<file path="src/design/wsrr_pkg.sv">
// Package for the wheel speed ramp regulator: field widths, mode and register
// codes, and the per-wheel arithmetic shared by the datapath.
// No dependencies.
`timescale 1ns / 1ps
`default_nettype none

package wsrr_pkg;

  // Field widths.
  localparam int RAW_W   = 8;
  localparam int MODE_W  = 3;
  localparam int HALF_W  = 9;
  localparam int TOP_W   = 7;
  localparam int SCALE_W = 16;
  localparam int DRIVE_W = 16;
  localparam int SPEED_W = 8;
  localparam int IN_DATA_W  = 24;
  localparam int OUT_DATA_W = 48;
  localparam int CFG_ADDR_W = 1;
  localparam int CFG_DATA_W = 16;

  typedef logic signed [HALF_W-1:0] half_t;
  typedef logic signed [RAW_W-1:0]  target_t;
  typedef logic [MODE_W-1:0]        mode_t;

  // Regulation modes. Codes six and seven behave like the ramp modes.
  localparam mode_t MODE_NONE   = 3'd0;
  localparam mode_t MODE_LINEAR = 3'd1;
  localparam mode_t MODE_CURVE  = 3'd2;
  localparam mode_t MODE_TURN   = 3'd3;
  localparam mode_t MODE_BACK   = 3'd4;
  localparam mode_t MODE_WALL   = 3'd5;

  // Configuration register indexes and reset values.
  localparam logic [CFG_ADDR_W-1:0] CFG_TOP_SPEED   = 1'd0;
  localparam logic [CFG_ADDR_W-1:0] CFG_DRIVE_SCALE = 1'd1;
  localparam logic [TOP_W-1:0]      TOP_SPEED_RST   = 7'd40;
  localparam logic [SCALE_W-1:0]    DRIVE_SCALE_RST = 16'd256;

  // floor(x / 20) for x below 2^10 as (x * 3277) >> 16.
  localparam logic [11:0] DIV20_MUL = 12'd3277;

  // Target in whole units: the raw byte as two's complement, negated when the
  // wheel runs backward. Negating -128 wraps back to -128 in eight bits.
  function automatic target_t target_of(input logic [RAW_W-1:0] raw, input logic back);
    logic [RAW_W-1:0] v;
    v = back ? (8'd0 - raw) : raw;
    return target_t'(v);
  endfunction

  function automatic logic [HALF_W-1:0] mag_of(input half_t h);
    return h[HALF_W-1] ? (9'd0 - 9'(h)) : 9'(h);
  endfunction

  // Decay toward zero: magnitudes under seven units stop, otherwise the
  // magnitude drops by one tenth rounded up, in whole units.
  function automatic half_t decay(input half_t h);
    logic [8:0]  m;
    logic [9:0]  x;
    logic [21:0] p;
    logic [3:0]  q;
    logic [8:0]  r;
    m = mag_of(h);
    x = {1'b0, m} + 10'd19;
    p = x * DIV20_MUL;
    q = p[19:16];
    r = m - {4'd0, q, 1'b0};
    if (m < 9'd14) begin
      return '0;
    end
    return h[HALF_W-1] ? half_t'(9'd0 - r) : half_t'(r);
  endfunction

  // Clamp of an 11-bit half-unit value to +-2*top.
  function automatic logic signed [10:0] clamp_lim(input logic signed [10:0] v,
                                                   input logic [TOP_W-1:0] top);
    logic signed [10:0] lim;
    lim = $signed({3'b000, top, 1'b0});
    if (v > lim) begin
      return lim;
    end else if (v < -lim) begin
      return -lim;
    end
    return v;
  endfunction

  // One ramp step in low, mid and high bands, then clamp to the top speed.
  function automatic half_t ramp(input half_t h, input target_t t,
                                 input logic [TOP_W-1:0] top);
    logic signed [10:0] hh;
    logic signed [10:0] tt;
    logic signed [10:0] n;
    logic [8:0]         m;
    logic [7:0]         ta;
    hh = 11'(h);
    tt = {{2{t[7]}}, t, 1'b0};
    m  = mag_of(h);
    ta = t[7] ? (8'd0 - 8'(t)) : 8'(t);
    n  = hh;
    if (m <= 9'd12) begin
      if (tt > 11'sd14) begin
        n = 11'sd14;
      end else if (tt < -11'sd14) begin
        n = -11'sd14;
      end else begin
        n = tt;
      end
    end else if (m <= 9'd30) begin
      if (tt > hh) begin
        n = hh + ((hh > 11'sd0) ? 11'sd2 : 11'sd1);
      end else if (tt < hh) begin
        n = hh - ((hh < 11'sd0) ? 11'sd2 : 11'sd1);
      end
    end else if (ta <= 8'd10) begin
      if (tt > hh) begin
        n = hh + 11'sd8;
      end else if (tt < hh) begin
        n = hh - 11'sd8;
      end
    end else begin
      n = tt;
    end
    return half_t'(clamp_lim(n, top));
  endfunction

endpackage

`default_nettype wire

</file>
<file path="src/design/wheel_speed_ramp_regulator.sv">
// Top level of the wheel speed ramp regulator: input handshake, regulation
// state, drive multiply and output register. Depends on wsrr_pkg.
`timescale 1ns / 1ps
`default_nettype none

// The regulator takes one transaction per clock cycle while in_tready is high
// and returns exactly one result transaction for each, in order. On
// acceptance the regulated half-unit speeds, the latched mode and a stage-one
// copy of the speeds are registered; when the output register is free, the
// clamped stage-one speed is multiplied by drive_scale into the output
// register, which drives out_tvalid. While a finished result waits on
// out_tready, stage one can still take one more input; after that in_tready
// stays low until out_tready returns, and in_tready follows out_tready within
// the same cycle. Speeds are held internally in half units. A change to any
// mode but none first brakes both wheels (at once for back, by a one-tenth
// decay per transaction otherwise) and the new mode is latched only once a
// wheel has stopped; a change to none is latched at once. Configuration
// writes take effect on the next clock edge and should be made while the
// block is idle.
module wheel_speed_ramp_regulator (
  input  wire logic                               clk,
  input  wire logic                               rst_n,
  // in_tdata, lowest bit up: left_cmd[7:0], right_cmd[15:8],
  // left_backward[16], right_backward[17], mode[20:18], zero pad[23:21].
  input  wire logic                               in_tvalid,
  output      logic                               in_tready,
  input  wire logic [wsrr_pkg::IN_DATA_W-1:0]     in_tdata,
  // out_tdata, lowest bit up: left_drive[15:0], right_drive[31:16],
  // left_units[39:32], right_units[47:40].
  output      logic                               out_tvalid,
  input  wire logic                               out_tready,
  output      logic [wsrr_pkg::OUT_DATA_W-1:0]    out_tdata,
  input  wire logic                               cfg_we,
  input  wire logic [wsrr_pkg::CFG_ADDR_W-1:0]    cfg_addr,
  input  wire logic [wsrr_pkg::CFG_DATA_W-1:0]    cfg_wdata
);
  import wsrr_pkg::*;

  // Configuration registers.
  logic [TOP_W-1:0]   top_speed_r;
  logic [SCALE_W-1:0] drive_scale_r;

  // Regulation state.
  half_t left_h_r,  left_h_nxt;
  half_t right_h_r, right_h_nxt;
  mode_t latched_mode_r, latched_mode_nxt;

  // Stage one: snapshot of the updated speeds for this transaction.
  logic  s1_valid_r;
  half_t s1_left_h_r;
  half_t s1_right_h_r;

  // Stage two: output register.
  logic                  out_valid_r;
  logic [OUT_DATA_W-1:0] out_data_r, out_data_nxt;

  logic in_fire;
  logic s1_adv;
  logic out_load;

  // Input fields.
  logic [RAW_W-1:0] left_raw;
  logic [RAW_W-1:0] right_raw;
  logic             left_back;
  logic             right_back;
  mode_t            mode;
  target_t          left_t;
  target_t          right_t;
  half_t            left_dec;
  half_t            right_dec;

  assign left_raw   = in_tdata[7:0];
  assign right_raw  = in_tdata[15:8];
  assign left_back  = in_tdata[16];
  assign right_back = in_tdata[17];
  assign mode       = in_tdata[20:18];

  // Handshake: the output stage frees when empty or drained, stage one moves
  // when the output stage can take it, and the input is ready when stage one
  // is empty or moving on.
  assign out_load  = !out_valid_r || out_tready;
  assign s1_adv    = s1_valid_r && out_load;
  assign in_tready = !s1_valid_r || out_load;
  assign in_fire   = in_tvalid && in_tready;

  assign left_t    = target_of(left_raw, left_back);
  assign right_t   = target_of(right_raw, right_back);
  assign left_dec  = decay(left_h_r);
  assign right_dec = decay(right_h_r);

  // Next regulation state for an accepted transaction.
  always_comb begin
    left_h_nxt       = left_h_r;
    right_h_nxt      = right_h_r;
    latched_mode_nxt = latched_mode_r;
    if (mode != MODE_NONE && latched_mode_r != mode) begin
      // Braking toward a new mode.
      if (mode == MODE_BACK) begin
        left_h_nxt  = '0;
        right_h_nxt = '0;
      end else begin
        left_h_nxt  = left_dec;
        right_h_nxt = right_dec;
      end
      if (left_h_nxt == '0 || right_h_nxt == '0) begin
        left_h_nxt       = '0;
        right_h_nxt      = '0;
        latched_mode_nxt = mode;
      end
    end else if (mode == MODE_NONE || mode == MODE_WALL) begin
      // Copy modes follow the targets directly.
      left_h_nxt       = {left_t, 1'b0};
      right_h_nxt      = {right_t, 1'b0};
      latched_mode_nxt = mode;
    end else begin
      left_h_nxt  = ramp(left_h_r, left_t, top_speed_r);
      right_h_nxt = ramp(right_h_r, right_t, top_speed_r);
    end
  end

  // Drive and speed words from the stage-one snapshot.
  logic signed [10:0]  left_hc, right_hc;
  logic signed [16:0]  scale_s;
  logic signed [25:0]  left_prod, right_prod;
  logic signed [25:0]  left_adj, right_adj;
  logic signed [16:0]  left_q, right_q;
  logic signed [15:0]  left_drive, right_drive;
  half_t               left_sp9, right_sp9;

  assign left_hc    = clamp_lim(11'(s1_left_h_r), top_speed_r);
  assign right_hc   = clamp_lim(11'(s1_right_h_r), top_speed_r);
  assign scale_s    = $signed({1'b0, drive_scale_r});
  assign left_prod  = left_hc * scale_s;
  assign right_prod = right_hc * scale_s;

  // Division by 512 truncating toward zero: bias negative products first.
  assign left_adj  = left_prod + (left_prod[25] ? 26'sd511 : 26'sd0);
  assign right_adj = right_prod + (right_prod[25] ? 26'sd511 : 26'sd0);
  assign left_q    = 17'(left_adj >>> 9);
  assign right_q   = 17'(right_adj >>> 9);

  always_comb begin
    if (left_q > 17'sd32767) begin
      left_drive = 16'sh7FFF;
    end else if (left_q < -17'sd32768) begin
      left_drive = 16'sh8000;
    end else begin
      left_drive = 16'(left_q);
    end
    if (right_q > 17'sd32767) begin
      right_drive = 16'sh7FFF;
    end else if (right_q < -17'sd32768) begin
      right_drive = 16'sh8000;
    end else begin
      right_drive = 16'(right_q);
    end
  end

  // Whole-unit speed, truncated toward zero.
  assign left_sp9  = (s1_left_h_r + half_t'({8'd0, s1_left_h_r[HALF_W-1]})) >>> 1;
  assign right_sp9 = (s1_right_h_r + half_t'({8'd0, s1_right_h_r[HALF_W-1]})) >>> 1;

  assign out_data_nxt = {right_sp9[SPEED_W-1:0], left_sp9[SPEED_W-1:0],
                         right_drive, left_drive};

  always_ff @(posedge clk) begin
    if (!rst_n) begin
      top_speed_r    <= TOP_SPEED_RST;
      drive_scale_r  <= DRIVE_SCALE_RST;
      left_h_r       <= '0;
      right_h_r      <= '0;
      latched_mode_r <= MODE_NONE;
      s1_valid_r     <= 1'b0;
      out_valid_r    <= 1'b0;
    end else begin
      if (cfg_we) begin
        unique case (cfg_addr)
          CFG_TOP_SPEED:   top_speed_r   <= cfg_wdata[TOP_W-1:0];
          CFG_DRIVE_SCALE: drive_scale_r <= cfg_wdata;
          default: ;
        endcase
      end
      if (in_fire) begin
        left_h_r       <= left_h_nxt;
        right_h_r      <= right_h_nxt;
        latched_mode_r <= latched_mode_nxt;
        s1_valid_r     <= 1'b1;
      end else if (s1_adv) begin
        s1_valid_r <= 1'b0;
      end
      if (out_load) begin
        out_valid_r <= s1_valid_r;
      end
    end
  end

  // Payload registers, no reset.
  always_ff @(posedge clk) begin
    if (in_fire) begin
      s1_left_h_r  <= left_h_nxt;
      s1_right_h_r <= right_h_nxt;
    end
    if (s1_adv) begin
      out_data_r <= out_data_nxt;
    end
  end

  assign out_tvalid = out_valid_r;
  assign out_tdata  = out_data_r;

endmodule

`default_nettype wire
</file>
<file path="config.mk">
export PLATFORM = sky130hd
export DESIGN_NAME = wheel_speed_ramp_regulator
export DESIGN_NICKNAME = d
export VERILOG_FILES = /design/src/design/wsrr_pkg.sv /design/src/design/wheel_speed_ramp_regulator.sv
export SDC_FILE = /design/constraint.sdc
export NUM_CORES = 2
export LEC_CHECK = 0
export BUFFER_PORTS_ARGS = -buffer_cell sky130_fd_sc_hd__buf_2
export CAP_MARGIN = 10
export CORE_MARGIN = 2
export CORE_UTILIZATION = 65
export CTS_CLUSTER_SIZE = 14
export DETAILED_ROUTE_END_ITERATION = 10
export GPL_ROUTABILITY_DRIVEN = 0
export PLACE_DENSITY = 0.83
export RECOVER_POWER = 50
export SLEW_MARGIN = 20
export SYNTH_ARGS = -nofsm -noshare
export SYNTH_HDL_FRONTEND = slang
export SYNTH_SLANG_ARGS = --single-unit
export TNS_END_PERCENT = 30
</file>
<file path="constraint.sdc">
create_clock -name clk -period 28.4 [get_ports clk]
set_input_delay 5.68 -clock clk [delete_from_list [all_inputs] [get_ports clk]]
set_output_delay 5.68 -clock clk [all_outputs]
set_load 0.02 [all_outputs]
</file>
==> impl_metrics.json <==
{
  "numPortBuffers": 92,
  "grt_max_degree": 50,
  "ys_types": 101,
  "avgViaCountPerCell": 6.343,
  "fin_crit_ps": 13430,
  "start_util_pct": 65.46,
  "post_dp_cell_area_sq_mm": 0.02890,
  "worstSetupPathType": "flop to flop",
  "grt_pass1_vias": 25690,
  "path_clk_slew_ps": 80,
  "path_common_cell": "fa_1",
  "critPathTopFamily": "adder cells",
  "dieWidth_um": 211.6,
  "layout_common_cells": "inv_1 (513), ha_1 (369), nand2_1 (351)",
  "start_kind": "flop",
  "dieHeight_um": 211.6,
  "cts_tree": "built",
  "postRouteAntennaNets": 0,
  "synth-seq-cells": 112,
  "drcViolationCount": 0,
  "hold_path.class": "flop to flop",
  "fillers": 3429,
  "ctsResizeCount": 0,
  "yosys_warnings": 0,
  "skew_ps": 11.38,
  "regArea_sq_mm": 0.002903,
  "maxSlewViolCount": 101,
  "setup_tns_ps": 0,
  "crit_buf_inv": 3,
  "rsz0062_at_grt": "false",
  "slowest_stage": "nor2_1",
  "wl_um": 73090,
  "ys_seq_area_share_pct": 10.36,
  "hold_viol": 0,
  "synthCells": 3390,
  "synth_largest_area_cell": "fa_1",
  "required_ps": 28500,
  "nets": 4117,
  "postCtsSetupBuffers": 0,
  "yosysTopAreaCellShare_pct": 22.08,
  "synth-edff-count": 66,
  "die_area_sq_mm": 0.04477,
  "violations": "max-capacitance violations, max-slew violations",
  "cts_buffer_depth": 2,
  "fin_crit_sh_pct": 47.28,
  "h-tree-depth": 3,
  "arrival_ps": 13530,
  "final_area_sq_mm": 0.02912,
  "first_pass_iters": 7,
  "final_common_cell": "inv_1",
  "wl_per_cell_um": 18.53,
  "clock.fmax_mhz": 74.48,
  "critPathMaxStageDelay_ps": 780,
  "crit_fanout": 15,
  "relSlewSlack_pct": -48.80,
  "grt_pass1_wl_um": 121900,
  "num_vias": 25020,
  "syn_area_sq_mm": 0.02801,
  "setup_viol": 0,
  "dpl.hpwl_um": 57410,
  "syn_area_per_cell_sq_um": 8.263,
  "diodes": 0,
  "fp-row-count": 76,
  "status": "finished, violations left",
  "endpoint_kind": "flop",
  "numClockSinks": 112,
  "drt_iter0_drc": 2216,
  "insertion_delay_ps": 400,
  "tightest_slew_ps": 2232,
  "hold_buffers": 0,
  "grt-ovfl-total": 0,
  "synthTopCellsByArea": "fa_1 (22%), ha_1 (16%), edfxtp_1 (7.1%), inv_1 (6.9%), nand2_1 (4.7%)",
  "ios": 96,
  "drive_gt1_share_pct": 4.797,
  "drv_cap": 3,
  "clock-root-buffer": "clkbuf_16",
  "cts_buffers": 9,
  "syn_to_final_growth_pct": 3.966,
  "grt_antenna_before_repair": 0,
  "async_reset_ff_share_pct": 0,
  "multiInputGateArea_sq_mm": 0.02262,
  "core_area_sq_mm": 0.04279,
  "grtUsageTotal_pct": 33.30,
  "ys.flop_type": "edfxtp_1"
}
[cell type report]
type,instances,area share (%)
multi-input cells,2620,77.66
flip-flops and latches,112,9.967
well taps,546,2.346
repair buffers,127,2.255
clock buffers,11,0.9065
inverters,523,6.741
clock inverters,5,0.1289
[state kept, by name, indices dropped and copies added (netlist names)]
name and flops:
s1_right_h_r 9, s1_valid_r 1, out_tvalid 1, drive_scale_r 16
top_speed_r 7, right_h_r 9, s1_left_h_r 9, left_h_r 9
out_tdata 48, latched_mode_r 3
[logic make-up (layout without fill, tap and decap cells)]
family,after synthesis,after routing,share of synthesized area [%]
other,1,6,0.01339
adder cells (fa/ha/maj),680,680,38.64
buffers and inverters,663,666,8.969
AND/OR/NAND/NOR,1081,1081,19.49
flip-flops,112,112,10.36
XOR/XNOR,160,160,5.154
multiplexers,31,31,1.188
AO/OA/AOI/OAI,662,662,16.19
[through the flow]
stage | hold WS (ps) | setup WS (ps) | cells | utilization (%)
after CTS | 551.8 | 14910 | 3944 | 68.23
after detailed placement | 535.7 | 14950 | 3928 | 67.53
final | 550.1 | 14970 | 3944 | 68.06
after global placement | 499.9 | 15200 | 3928 | 67.53
after global routing | 557.5 | 14180 | 3944 | 68.06
after floorplan | 470.5 | 16660 | 3395 | -
[per-layer routing]
metal  vias to the layer above  track usage [%]  routed length [um]
met3                       306            4.910                5685
met2                      1216            58.79               36580
met5                         -                0                   0
met1                     12010            39.13               27140
met4                         0            17.75                3686
li1                      11480                -                   -
[path summary, 6_finish.rpt]
path                                     start           end  slack, ps  cells past startpoint
worst max-delay path            top_speed_r[0]  out_tdata[7]      14970                     38
worst min-delay path                s1_valid_r    out_tvalid        550                      1
worst max register to register  top_speed_r[0]  out_tdata[7]      14970                     38
worst min register to register      s1_valid_r    out_tvalid        550                      1
[synthesized netlist by cell type, types with 29 or more instances]
cell type,instances
o31ai_1,32
a31oi_1,32
nand2b_1,52
nor2_1,173
a21boi_0,30
nor2b_1,68
edfxtp_1,66
xor2_1,42
a21oi_1,114
or3_1,30
nor3_1,53
nor4_1,29
nand2_1,351
xnor2_1,115
nand3_1,63
clkbuf_1,129
nand4_1,31
o21a_1,38
dfxtp_1,46
a21o_1,37
inv_1,513
fa_1,309
and2_1,110
ha_1,369
and3_1,31
o21ai_0,139
Power is left out: the tool's default activity adds up to more than one toggle a clock period on the data nets, which glitch-free logic cannot reach.
